### config.mk
export PLATFORM = sky130hd
export DESIGN_NAME = unf_parse
export DESIGN_NICKNAME = d
export VERILOG_FILES = /design/src/hdl/unf_pkg.sv /design/src/hdl/unf_parse.sv
export SDC_FILE = /design/constraint.sdc
export NUM_CORES = 1
export LEC_CHECK = 0
export BUFFER_PORTS_ARGS = -buffer_cell sky130_fd_sc_hd__buf_2
export CAP_MARGIN = 25
export CORE_MARGIN = 8
export CORE_UTILIZATION = 54
export DETAILED_ROUTE_END_ITERATION = 16
export PLACE_DENSITY = 0.88
export SYNTH_ARGS = -nofsm -noshare
export SYNTH_HDL_FRONTEND = slang
export SYNTH_SLANG_ARGS = --single-unit
### constraint.sdc
create_clock -name clk -period 5.5 [get_ports clk]
set_input_delay 0.55 -clock clk [delete_from_list [all_inputs] [get_ports clk]]
set_output_delay 0.55 -clock clk [all_outputs]
set_load 0.02 [all_outputs]
### src/hdl/unf_pkg.sv
// ----------------------------------------------------------------------------
// unf_pkg
// Shared types and codes for the PNG scanline unfilter: channel beats,
// filter type codes and the per-byte operation passed between stages.
// ----------------------------------------------------------------------------
package unf_pkg;

  localparam int BPP_W  = 4;
  localparam int ROWB_W = 14;

  typedef struct packed {
    logic [7:0] data_byte;
    logic       frame_start;
  } in_beat_t;

  typedef struct packed {
    logic [7:0] pixel_byte;
    logic       last_of_row;
    logic       bad_filter;
  } out_beat_t;

  typedef logic [2:0] filt_t;

  localparam filt_t FILT_NONE  = 3'd0;
  localparam filt_t FILT_SUB   = 3'd1;
  localparam filt_t FILT_UP    = 3'd2;
  localparam filt_t FILT_AVG   = 3'd3;
  localparam filt_t FILT_PAETH = 3'd4;

  typedef enum logic [1:0] {
    OP_FILTER,
    OP_DATA,
    OP_ERROR
  } op_kind_t;

  typedef struct packed {
    op_kind_t   kind;
    logic [7:0] data;
    filt_t      filt;
    logic       first_row;
    logic       last;
  } op_t;

endpackage

### src/hdl/unf_parse.sv
// ----------------------------------------------------------------------------
// unf_parse
// Stream parser: tracks filter bytes, column, first row and drop state,
// and turns each accepted byte into an operation plus a line store address.
// ----------------------------------------------------------------------------
module unf_parse
  import unf_pkg::*;
#(
  parameter int MAX_ROW_BYTES = 8192,
  parameter int ADDR_W        = 13
) (
  input  logic              clk,
  input  logic              rst_n,
  input  logic              accept,
  input  in_beat_t          in_beat,
  input  logic [ROWB_W-1:0] row_bytes,
  output logic              op_valid,
  output op_t               op,
  output logic [ADDR_W-1:0] addr
);

  localparam int RB_W = $clog2(MAX_ROW_BYTES + 1);
  localparam int CW   = (RB_W > ROWB_W) ? RB_W : ROWB_W;

  logic [ADDR_W-1:0] col_r, col_nxt;
  filt_t             filt_r, filt_nxt;
  logic              await_r, await_nxt;
  logic              first_r, first_nxt;
  logic              drop_r, drop_nxt;

  logic [CW-1:0]     rb_ext;
  logic [CW-1:0]     rb_m1_ext;
  logic [ADDR_W-1:0] rb_m1;
  logic              last_c;
  logic [ADDR_W-1:0] x;
  logic              fs;
  logic              first_e, await_e, drop_e;

  // last column index of the row, register clamped to 1..MAX_ROW_BYTES
  always_comb begin
    rb_ext = CW'(row_bytes);
    if (rb_ext == '0) begin
      rb_m1_ext = '0;
    end else if (rb_ext > CW'(MAX_ROW_BYTES)) begin
      rb_m1_ext = CW'(MAX_ROW_BYTES - 1);
    end else begin
      rb_m1_ext = rb_ext - CW'(1);
    end
    rb_m1 = rb_m1_ext[ADDR_W-1:0];
  end

  assign last_c = (col_r >= rb_m1);
  assign x      = last_c ? rb_m1 : col_r;
  assign addr   = x;

  assign fs      = in_beat.frame_start;
  assign first_e = fs | first_r;
  assign await_e = fs | await_r;
  assign drop_e  = ~fs & drop_r;

  always_comb begin
    col_nxt      = col_r;
    filt_nxt     = filt_r;
    await_nxt    = await_r;
    first_nxt    = first_r;
    drop_nxt     = drop_r;
    op_valid     = 1'b0;
    op.kind      = OP_FILTER;
    op.data      = in_beat.data_byte;
    op.filt      = filt_r;
    op.first_row = first_e;
    op.last      = last_c;
    if (accept) begin
      first_nxt = first_e;
      await_nxt = await_e;
      drop_nxt  = drop_e;
      if (fs) begin
        col_nxt = '0;
      end
      if (!drop_e) begin
        op_valid = 1'b1;
        if (await_e) begin
          if (in_beat.data_byte > 8'(FILT_PAETH)) begin
            drop_nxt = 1'b1;
            op.kind  = OP_ERROR;
          end else begin
            filt_nxt  = in_beat.data_byte[2:0];
            await_nxt = 1'b0;
            col_nxt   = '0;
          end
        end else begin
          op.kind = OP_DATA;
          if (last_c) begin
            await_nxt = 1'b1;
            first_nxt = 1'b0;
            col_nxt   = '0;
          end else begin
            col_nxt = x + ADDR_W'(1);
          end
        end
      end
    end
  end

  always_ff @(posedge clk) begin
    if (!rst_n) begin
      col_r   <= '0;
      filt_r  <= FILT_NONE;
      await_r <= 1'b1;
      first_r <= 1'b1;
      drop_r  <= 1'b0;
    end else begin
      col_r   <= col_nxt;
      filt_r  <= filt_nxt;
      await_r <= await_nxt;
      first_r <= first_nxt;
      drop_r  <= drop_nxt;
    end
  end

endmodule

==> flow_metrics.tcl <==
set metrics [dict create \
    cp_num_cells 13 \
    critPathLaunch "row_bytes[5]" \
    tightest_slew_ns 0.720 \
    synth-seq-cells 19 \
    layout-drive-gt1-share_pct 21.7 \
    grt-ovfl-total 0 \
    post-place-ws_ns 0.406 \
    grt_pass1_vias 2193 \
    post_drt_wl_per_cell_um 15.3 \
    wl_met1_um 2590 \
    fin_area_mm2 0.00247 \
    synthesis.area_mm2 0.00222 \
    post_cts_buffers 0 \
    rrSetupSlack_ns 2.30 \
    crit_path_end "addr[4]" \
    slew_violations 0 \
    hold_viol 0 \
    grtUsageTotal_pct 18.2 \
    die_y_um 80.2 \
    finalSetupViolCount 0 \
    cp_top_family "compound AO/OA/AOI/OAI gates" \
    drt-total-wl_um 5930 \
    grt_max_degree 24 \
    area_growth_pct 11.2 \
    power_density_mw_per_mm2 129 \
    status "finished clean" \
    cp-start-kind "input pin" \
    route.met2.wl_um 2820 \
    cts_max_path_buffers 2 \
    layout.nets 380 \
    core.rowCount 23 \
    dpl-instance-area_mm2 0.00243 \
    antenna_left 0 \
    cpMostUsedCell "buf_2" \
    yosysSeqAreaShare_pct 17.1 \
    routed_via_density 6.12 \
    n_antenna_cell 0 \
    cp.required_ns 4.95 \
    yosysTopAreaCell "dfxtp_1" \
    hp-class "register to register" \
    wl_met3_um 454 \
    postCtsResizedCells 0 \
    crit_path_max_fanout 23 \
    fin_crit_ns 5.04 \
    gp_congestion 0.896 \
    synthTopCellsByArea "dfxtp_1 (17%), ha_1 (9.0%), o21ai_0 (5.2%), nand2_1 (4.6%), nor2_1 (4.6%)" \
    post-route-util_pct 62.3 \
    cp.arrival_ns 4.49 \
    cts.reportedPaths.clkPinSlew_ns 0.07 \
    irDropWorstVdd_mv 0.149 \
    cts_tree "done" \
    cts_root_buffer "clkbuf_8" \
    start_util_pct 56.0 \
    antenna_found_initial 0 \
    synth-main-ff-cell "dfxtp_1" \
    postCtsHoldBufs 0 \
    die_w_um 80.2 \
    drc 0 \
    vias 2370 \
    yosysWarnings 0 \
    setup-tns-final_ns 0 \
    synthArstFlopShare_pct 0 \
    drt_iter0_drc 105 \
    htree_levels 1 \
    synth.net_count 344 \
    maxUsedRoutingLayer "met4" \
    cp_slowest_stage_delay_ns 0.68 \
    clock_latency_ns 0.26 \
    synth_top_cell_area_share_pct 17.1 \
    nFillCells 377 \
    rsz0062_at_grt "no" \
    max-cap-violations 0 \
    finalCritPeriodShare_pct 91.6 \
    r2r_start "col_r[11]$_SDFFE_PN0P_" \
    critical_path.slowest_cell "or4_1" \
    io_buffers 54 \
    cp.buffers_inverters 3 \
    syn_inst 302 \
    coreArea_mm2 0.00397 \
    leakage_nw 1.11 \
    hpwl_um 4820 \
    clock_sinks 19 \
    fmax_ghz 0.198 \
    grt_pass1_wl_um 9850 \
    synth-edff-count 0 \
    reg2reg_to "col_r[4]$_SDFFE_PN0P_" \
    reg2regPathDepth 12 \
    worstSetupPathType "input pin to output pin" \
    clock_skew_ns 0.00160 \
    crit_chain "buf_2 > or4_1 > nor3_1 > mux2_2 > o22ai_1 > ha_1 > a21oi_1 > nand2_1 > a221oi_1 > and2_1 > buf_4 > o21ai_0 > buf_2" \
    setup_ws_ns 0.460 \
    yosysUniqueCellTypes 62 \
    end_kind "output pin" \
    relSlewSlack_pct 50.6 \
    avgSynthCellArea_um2 7.36 \
    numCtsBuffers 3 \
    ioPinCount 55 \
    drt_first_pass_iters 5 \
    die_area_mm2 0.00643 \
]
-- worst min-delay path by stage --
stage / from / endpoint / slack (ns) / cells past startpoint
2_1_floorplan: col_r[12]$_SDFFE_PN0P_ / col_r[12]$_SDFFE_PN0P_ / 0.47 / 1
3_3_place_gp: filt_r[1]$_SDFFE_PN0P_ / filt_r[1]$_SDFFE_PN0P_ / 0.47 / 2
3_5_place_dp: filt_r[0]$_SDFFE_PN0P_ / filt_r[0]$_SDFFE_PN0P_ / 0.49 / 2
4_1_cts: filt_r[0]$_SDFFE_PN0P_ / filt_r[0]$_SDFFE_PN0P_ / 0.51 / 2
5_1_grt: filt_r[0]$_SDFFE_PN0P_ / filt_r[0]$_SDFFE_PN0P_ / 0.52 / 2
6_report: filt_r[0]$_SDFFE_PN0P_ / filt_r[0]$_SDFFE_PN0P_ / 0.52 / 2
-- sequential cells by signal, summed over array words and instances (netlist names) --
name,cells
col_r,13
filt_r,3
await_r,1
drop_r,1
first_r,1
-- where the power goes --
part / internal, mW / total [mW] / switching [mW]
logic: 0.0286 / 0.0792 / 0.0505
registers: 0.139 / 0.140 / 0.00123
clock network: 0.0517 / 0.100 / 0.0486
-- layer usage --
metal	vias up	GRT usage [%]
met5	-	0
met4	0	6.91
met3	7	2.90
met2	81	31.6
met1	1091	21.8
li1	1191	-
-- synth_stat cells (2+ instances only) --
cell and count:
nor4b_1 2, nand3_1 17, maj3_1 3, clkbuf_1 8
buf_4 10, a41o_1 3, nand3b_1 2, a21oi_1 20
o211ai_1 2, dfxtp_1 19, a22oi_1 2, o21ai_0 23
mux2_2 4, and3_1 3, or2_2 2, nand4_1 6
nor2_1 27, a211oi_1 2, xnor2_1 3, o21a_1 4
ha_1 16, a31oi_1 4, buf_2 4, inv_1 15
nand2b_1 2, nand2_1 27, mux2i_1 8, nor3_1 9
and2_1 3, nor4_1 6, a21o_1 4, or4_1 3
a32o_1 3, xor2_1 5, o31ai_4 2, buf_1 2
a311oi_1 2
-- cells by family (layout without fill, tap and decap cells) --
group	count (synthesis)	count (layout)	share of synthesized area, %
adder cells (fa/ha/maj)	19	19	10.4
buffers and inverters	41	76	9.17
XOR/XNOR	8	8	3.15
multiplexers	12	12	5.63
AO/OA/AOI/OAI	88	88	28.6
AND/OR/NAND/NOR	115	115	25.9
flip-flops	19	19	17.1
-- stage by stage --
| stage | hold WS (ns) | power, mW | instances |
|---|---|---|---|
| 2_1_floorplan | 0.466 | 0.198 | 302 |
| 3_3_place_gp | 0.471 | 0.220 | 383 |
| 3_5_place_dp | 0.488 | 0.221 | 383 |
| 4_1_cts | 0.508 | 0.319 | 387 |
| 5_1_grt | 0.523 | 0.334 | 387 |
| 6_report | 0.516 | 0.320 | 387 |
-- tightest hold or removal path: stages (launching register included) --
cell and delay, ns:
dfxtp_1 0.34, mux2i_1 0.07, nor2_1 0.07
-- layout make-up --
cell class / count / area [um^2] / area share [%]
Multi-Input combinational cell: 242 / 1640 / 66.3
Tap cell: 50 / 62.6 / 2.53
Clock buffer: 4 / 45.0 / 1.82
Timing Repair Buffer: 56 / 285 / 11.5
Sequential cell: 19 / 380 / 15.4
Inverter: 16 / 60.1 / 2.43
-- layout by cell type (no fill, tap or decap), drive strengths merged, types with 5 or more instances in the layout --
cell    n
a21oi  20
buf    56
dfxtp  19
ha     16
inv    16
mux2i   8
nand2  27
nand3  17
nand4   6
nor2   27
nor3    9
nor4    6
o21ai  24
xor2    5
(Power assumes the default switching activity.)
