### config.mk
export PLATFORM = sky130hd
export DESIGN_NAME = unf_recon
export DESIGN_NICKNAME = d
export VERILOG_FILES = /design/src/hdl/unf_pkg.sv /design/src/hdl/unf_recon.sv
export SDC_FILE = /design/constraint.sdc
export NUM_CORES = 1
export LEC_CHECK = 0
export ABC_AREA = 1
export ABC_CLOCK_PERIOD_IN_PS = 24200
export BUFFER_PORTS_ARGS = -buffer_cell sky130_fd_sc_hd__buf_2
export CORE_MARGIN = 1
export CORE_UTILIZATION = 55
export DETAILED_ROUTE_END_ITERATION = 8
export PLACE_DENSITY = 0.74
export SLEW_MARGIN = 20
export SYNTH_ARGS = -nofsm -noshare
export SYNTH_HDL_FRONTEND = slang
export SYNTH_SLANG_ARGS = --single-unit
### constraint.sdc
create_clock -name clk -period 24.2 [get_ports clk]
set_input_delay 7.26 -clock clk [delete_from_list [all_inputs] [get_ports clk]]
set_output_delay 7.26 -clock clk [all_outputs]
set_load 0.005 [all_outputs]
### src/hdl/unf_pkg.sv
// ----------------------------------------------------------------------------
// unf_pkg
// Shared types and codes for the PNG scanline unfilter: channel beats,
// filter type codes and the per-byte operation passed between stages.
// ----------------------------------------------------------------------------
package unf_pkg;

  localparam int BPP_W  = 4;
  localparam int ROWB_W = 14;

  typedef struct packed {
    logic [7:0] data_byte;
    logic       frame_start;
  } in_beat_t;

  typedef struct packed {
    logic [7:0] pixel_byte;
    logic       last_of_row;
    logic       bad_filter;
  } out_beat_t;

  typedef logic [2:0] filt_t;

  localparam filt_t FILT_NONE  = 3'd0;
  localparam filt_t FILT_SUB   = 3'd1;
  localparam filt_t FILT_UP    = 3'd2;
  localparam filt_t FILT_AVG   = 3'd3;
  localparam filt_t FILT_PAETH = 3'd4;

  typedef enum logic [1:0] {
    OP_FILTER,
    OP_DATA,
    OP_ERROR
  } op_kind_t;

  typedef struct packed {
    op_kind_t   kind;
    logic [7:0] data;
    filt_t      filt;
    logic       first_row;
    logic       last;
  } op_t;

endpackage

### src/hdl/unf_recon.sv
// ----------------------------------------------------------------------------
// unf_recon
// Reconstruction stage: takes line store read data, applies the row filter
// against the left/upper-left history, writes the byte back and feeds the
// output register.
// ----------------------------------------------------------------------------
module unf_recon
  import unf_pkg::*;
#(
  parameter int MAX_PIXEL_BYTES = 8,
  parameter int ADDR_W          = 13
) (
  input  logic              clk,
  input  logic              rst_n,
  input  logic              op_valid,
  input  op_t               op,
  input  logic [ADDR_W-1:0] addr,
  input  logic [7:0]        rd_data,
  input  logic [BPP_W-1:0]  bpp,
  output logic              hold,
  output logic              wr_en,
  output logic [ADDR_W-1:0] wr_addr,
  output logic [7:0]        wr_data,
  output logic              out_valid,
  output out_beat_t         out_beat,
  input  logic              out_stall
);

  localparam int PB_W = (MAX_PIXEL_BYTES > 1) ? $clog2(MAX_PIXEL_BYTES) : 1;

  logic              s1_valid_r;
  op_t               s1_op_r;
  logic [ADDR_W-1:0] s1_addr_r;
  logic              fwd_r;
  logic [7:0]        fwd_data_r;
  logic [7:0]        left_r  [MAX_PIXEL_BYTES];
  logic [7:0]        above_r [MAX_PIXEL_BYTES];
  logic              out_valid_r;
  out_beat_t         out_beat_r;

  logic              can_take;
  logic              s1_go;
  logic [PB_W-1:0]   idx;
  logic [7:0]        a, b, c;
  logic [7:0]        pred;
  logic [7:0]        val;
  logic [8:0]        sum_ab;

  function automatic logic [7:0] paeth(input logic [7:0] pa_a, input logic [7:0] pa_b,
                                       input logic [7:0] pa_c);
    logic signed [9:0] da, db, dc;
    logic [9:0]        pa, pb, pc;
    da = $signed({2'b00, pa_b}) - $signed({2'b00, pa_c});
    db = $signed({2'b00, pa_a}) - $signed({2'b00, pa_c});
    dc = $signed({2'b00, pa_a}) + $signed({2'b00, pa_b}) - $signed({1'b0, pa_c, 1'b0});
    pa = da[9] ? 10'(-da) : 10'(da);
    pb = db[9] ? 10'(-db) : 10'(db);
    pc = dc[9] ? 10'(-dc) : 10'(dc);
    if (pa <= pb && pa <= pc) begin
      return pa_a;
    end else if (pb <= pc) begin
      return pa_b;
    end
    return pa_c;
  endfunction

  assign can_take = ~out_valid_r | ~out_stall;
  assign s1_go    = s1_valid_r & ((s1_op_r.kind == OP_FILTER) | can_take);
  assign hold     = s1_valid_r & ~s1_go;

  // left neighbor distance, clamped to 1..MAX_PIXEL_BYTES
  always_comb begin
    if (bpp == '0) begin
      idx = '0;
    end else if (bpp > BPP_W'(MAX_PIXEL_BYTES)) begin
      idx = PB_W'(MAX_PIXEL_BYTES - 1);
    end else begin
      idx = PB_W'(bpp - BPP_W'(1));
    end
  end

  assign a = left_r[idx];
  assign c = above_r[idx];
  // same entry written by the previous byte as this one was read: take the forward
  assign b = s1_op_r.first_row ? 8'd0 : (fwd_r ? fwd_data_r : rd_data);
  assign sum_ab = {1'b0, a} + {1'b0, b};

  always_comb begin
    case (s1_op_r.filt)
      FILT_NONE:  pred = 8'd0;
      FILT_SUB:   pred = a;
      FILT_UP:    pred = b;
      FILT_AVG:   pred = sum_ab[8:1];
      FILT_PAETH: pred = paeth(a, b, c);
      default:    pred = 8'd0;
    endcase
  end

  assign val = s1_op_r.data + pred;

  assign wr_en   = s1_go & (s1_op_r.kind == OP_DATA);
  assign wr_addr = s1_addr_r;
  assign wr_data = val;

  always_ff @(posedge clk) begin
    if (!rst_n) begin
      s1_valid_r <= 1'b0;
    end else if (!hold) begin
      s1_valid_r <= op_valid;
    end
  end

  always_ff @(posedge clk) begin
    if (!hold) begin
      s1_op_r    <= op;
      s1_addr_r  <= addr;
      fwd_r      <= wr_en & (wr_addr == addr);
      fwd_data_r <= val;
    end
  end

  always_ff @(posedge clk) begin
    if (!rst_n) begin
      for (int i = 0; i < MAX_PIXEL_BYTES; i++) begin
        left_r[i]  <= 8'd0;
        above_r[i] <= 8'd0;
      end
    end else if (s1_go) begin
      if (s1_op_r.kind == OP_FILTER) begin
        for (int i = 0; i < MAX_PIXEL_BYTES; i++) begin
          left_r[i]  <= 8'd0;
          above_r[i] <= 8'd0;
        end
      end else if (s1_op_r.kind == OP_DATA) begin
        for (int i = MAX_PIXEL_BYTES - 1; i > 0; i--) begin
          left_r[i]  <= left_r[i-1];
          above_r[i] <= above_r[i-1];
        end
        left_r[0]  <= val;
        above_r[0] <= b;
      end
    end
  end

  always_ff @(posedge clk) begin
    if (!rst_n) begin
      out_valid_r <= 1'b0;
    end else if (can_take) begin
      out_valid_r <= s1_valid_r & (s1_op_r.kind != OP_FILTER);
    end
  end

  always_ff @(posedge clk) begin
    if (can_take && s1_valid_r) begin
      if (s1_op_r.kind == OP_ERROR) begin
        out_beat_r.pixel_byte  <= 8'd0;
        out_beat_r.last_of_row <= 1'b0;
        out_beat_r.bad_filter  <= 1'b1;
      end else begin
        out_beat_r.pixel_byte  <= val;
        out_beat_r.last_of_row <= s1_op_r.last;
        out_beat_r.bad_filter  <= 1'b0;
      end
    end
  end

  assign out_valid = out_valid_r;
  assign out_beat  = out_beat_r;

endmodule

==> summary.md <==
| Metric | Value |
|---|---|
| DRC viols | `0` |
| Multi-input gate area | `5520 um2` |
| Fin crit share | `94.4%` |
| Post-route cell area | `12800 um2` |
| Reg2Reg Depth | `40` |
| Clock Latency Late Sink | `440 ps` |
| Clock Path Buffers | `2` |
| Placed Area | `12100 um2` |
| Cts hold-fix bufs | `0` |
| Slowest cell on crit path | `o21ai_0` |
| Terminus of the critical flop-to-flop path | `out_beat[9]$_SDFFCE_PP0P_` |
| Asr flop ratio synth | `0%` |
| Pre-CTS setup slack | `1480 ps` |
| Register bit total from synthesis | `177` |
| H-tree Lvls | `4` |
| Max-slew headroom | `26.2%` |
| Syn_area_per_cell | `8.10 um2` |
| Hold Path Depth | `2` |
| # diodes | `0` |
| Final min period | `22860 ps` |
| Reg clk slew, reported paths | `70 ps` |
| Critical path data arrival time | `15600 ps` |
| Core ar. | `20400 um2` |
| Area delta synth->final | `11.3%` |
| Die Area | `21500 um2` |
| Number of flops mapped to enable cells by yosys | `127` |
| Final HPWL DP | `19700 um` |
| Crit end category | `output pin` |
| Syn. warnings | `0` |
| Number of iterations in the first detailed-routing pass | `5` |
| Initial antenna violation count | `0` |
| Clock root cell | `clkbuf_16` |
| Crit path top cell by count | `inv_1` |
| # resized after CTS | `0` |
| Setup TNS Final | `0 ps` |
| WS Path Type | `in2out` |
| First-pass GRT wire length | `43700 um` |
| Initial core utilization | `56.4%` |
| Least-Margin Pin Slew | `1100 ps` |
| Die height | `147 um` |
| Required time worst endpoint | `16940 ps` |
| Vias in the first global route | `8837` |
| Reg-to-Reg Start | `fwd_r$_DFFE_PN_` |
| IO buf count | `77` |
| Crit-path max FO | `21` |
| Main synth FF type | `edfxtp_1` |
| Total routed wirelength | `27300 um` |
| IO Pins | `78` |
| Reg2reg setup slack | `16610 ps` |
| Max incr delay on CP | `890 ps` |
| Maximum clock rate | `0.0438 GHz` |
| Reg area | `4810 um2` |
| Max-Cap Viols | `0` |
| HP Start | `above_r[5][2]$_SDFFCE_PN0P_` |
| # nets final | `1604` |
| Postcts setup bufs | `0` |
| Row cnt | `52` |
| Fill cell count | `1718` |
| Drt wl/cell | `15.5 um` |
| Clock buffer count from CTS | `17` |
| Grt ovf | `0` |
| Chip width | `147 um` |
| PnR worst setup slack | `1340 ps` |
| Pwr Density | `93.2 nW/um2` |
| Share of layout cells above drive strength 1 | `13.3%` |
| RSZ-0062 raised after global routing | `false` |
| Via count | `9613` |
| Final setup fails | `0` |
| Number of routed nets with antenna violations | `0` |
| Drt initial violations | `1031` |
| Outcome | `completed` |
| Worst clock skew | `18.3 ps` |
| WHS Endpoint | `above_r[6][2]$_SDFFE_PN0P_` |
| TritonCTS clock tree | `yes` |
| Final Max Slew Viols | `0` |
| Sink Count | `177` |
| Leakage power | `5.73 nW` |
| Largest net degree at the start of global routing | `83` |
| Peak VDD IR | `0.0000631 V` |
| Final GP Congestion | `0.949` |
| Netlist cell types | `49` |
| Mapped Area | `11500 um2` |
| Post-synthesis sequential area ratio | `41.9%` |
| CP startpoint kind | `input pin` |
| Vias/cell | `5.45` |
| Final hold violations | `0` |
| Global Route Usage Sum | `25.7%` |
| Cell count after synthesis | `1417` |
| Path category of the worst min-delay check | `reg2reg` |
registers in the layout, indices dropped and copies added (netlist names):
register / cells
above_r: 64
fwd_data_r: 8
fwd_r: 1
left_r: 64
out_beat: 10
out_valid: 1
s1_op_r: 15
s1_valid_r: 1
wr_addr: 13
per-stage QoR:
step	std cells	hold slack, ps	total power, W	utilization, %
after detailed placement	1732	467	0.000903	59.7
after floorplan	1419	441	0.000779	-
after global placement	1732	462	0.000893	59.7
after global routing	1764	502	0.00128	62.8
after CTS	1764	480	0.00119	62.7
final	1764	480	0.00119	62.8
critical path, delay by kind of cell:
family	cells	cell delay [ps]
XOR/XNOR	2	350
adder cells (fa/ha/maj)	5	1670
AND/OR/NAND/NOR	16	1880
buffers and inverters	13	1760
AO/OA/AOI/OAI	8	2640
worst max path at each step:
| stage | from | to | slack, ps | depth (start not counted) |
|---|---|---|---|---|
| detailed placement | bpp[0] | wr_data[7] | 1480 | 44 |
| global placement | bpp[0] | wr_data[7] | 1740 | 40 |
| global route | bpp[0] | wr_data[7] | 660 | 39 |
| finish | bpp[0] | wr_data[7] | 1340 | 44 |
| floorplan | bpp[0] | wr_data[7] | 3220 | 49 |
| CTS | bpp[0] | wr_data[6] | 1430 | 39 |
power breakdown:
group	switching, W	internal, W
Clock	0.000125	0.000162
Combinational	0.000352	0.000198
Sequential	0.00000796	0.000347
area by class of cell:
class                           count  share of cell area, %
Multi-Input combinational cell    930                   43.2
Sequential cell                   177                   37.7
Inverter                          263                   7.74
Timing Repair Buffer               92                   3.90
Clock buffer                       21                   3.86
Tap cell                          270                   2.64
Clock inverter                     11                   1.03
placed cells by master (no fill, tap or decap), types with 5 or more instances in the layout:
cell	n
inv_1	249
nand2_1	233
nor2_1	145
edfxtp_1	127
a21oi_1	86
buf_2	77
nand3_1	73
o21ai_0	71
ha_1	68
dfxtp_1	50
o211ai_1	28
nor3_1	22
nand2_2	22
o32ai_1	22
xor2_1	20
clkbuf_16	19
xnor2_1	16
buf_4	15
nand4_1	14
nand3_2	13
inv_2	12
o21bai_1	11
fa_1	11
o31ai_1	9
o22ai_1	9
a221oi_1	8
nand2_4	5
o21a_1	5
or2_2	5
Yosys cell counts (all sizes together) (20+ instances only):
| cell | n | area (um2) |
|---|---|---|
| dfxtp | 50 | 1000 |
| inv | 262 | 986 |
| o32ai | 22 | 193 |
| nand2 | 260 | 1060 |
| ha | 68 | 851 |
| nor3 | 25 | 135 |
| clkbuf | 34 | 128 |
| o21ai | 75 | 379 |
| xor2 | 20 | 175 |
| o211ai | 28 | 210 |
| a21oi | 88 | 448 |
| nor2 | 152 | 603 |
| edfxtp | 127 | 3810 |
| nand3 | 86 | 495 |
metal layers:
layer | routed length [um] | GRT usage [%] | part of all wire, %
met1 | 12300 | 35.0 | 45
met2 | 12600 | 41.8 | 46
met3 | 1740 | 4.66 | 6.4
met4 | 668 | 7.40 | 2.4
met5 | 0 | 0 | 0
kinds of logic (layout without fill, tap and decap cells):
family | count (synthesis) | in the layout | share of synthesized area, %
AND/OR/NAND/NOR | 548 | 548 | 21.5
XOR/XNOR | 36 | 36 | 2.75
flip-flops | 177 | 177 | 41.9
other | 2 | 4 | 0.0654
adder cells (fa/ha/maj) | 79 | 79 | 9.33
AO/OA/AOI/OAI | 263 | 263 | 14.2
buffers and inverters | 312 | 387 | 10.3
No activity file was read; power rests on OpenSTA's default activity.
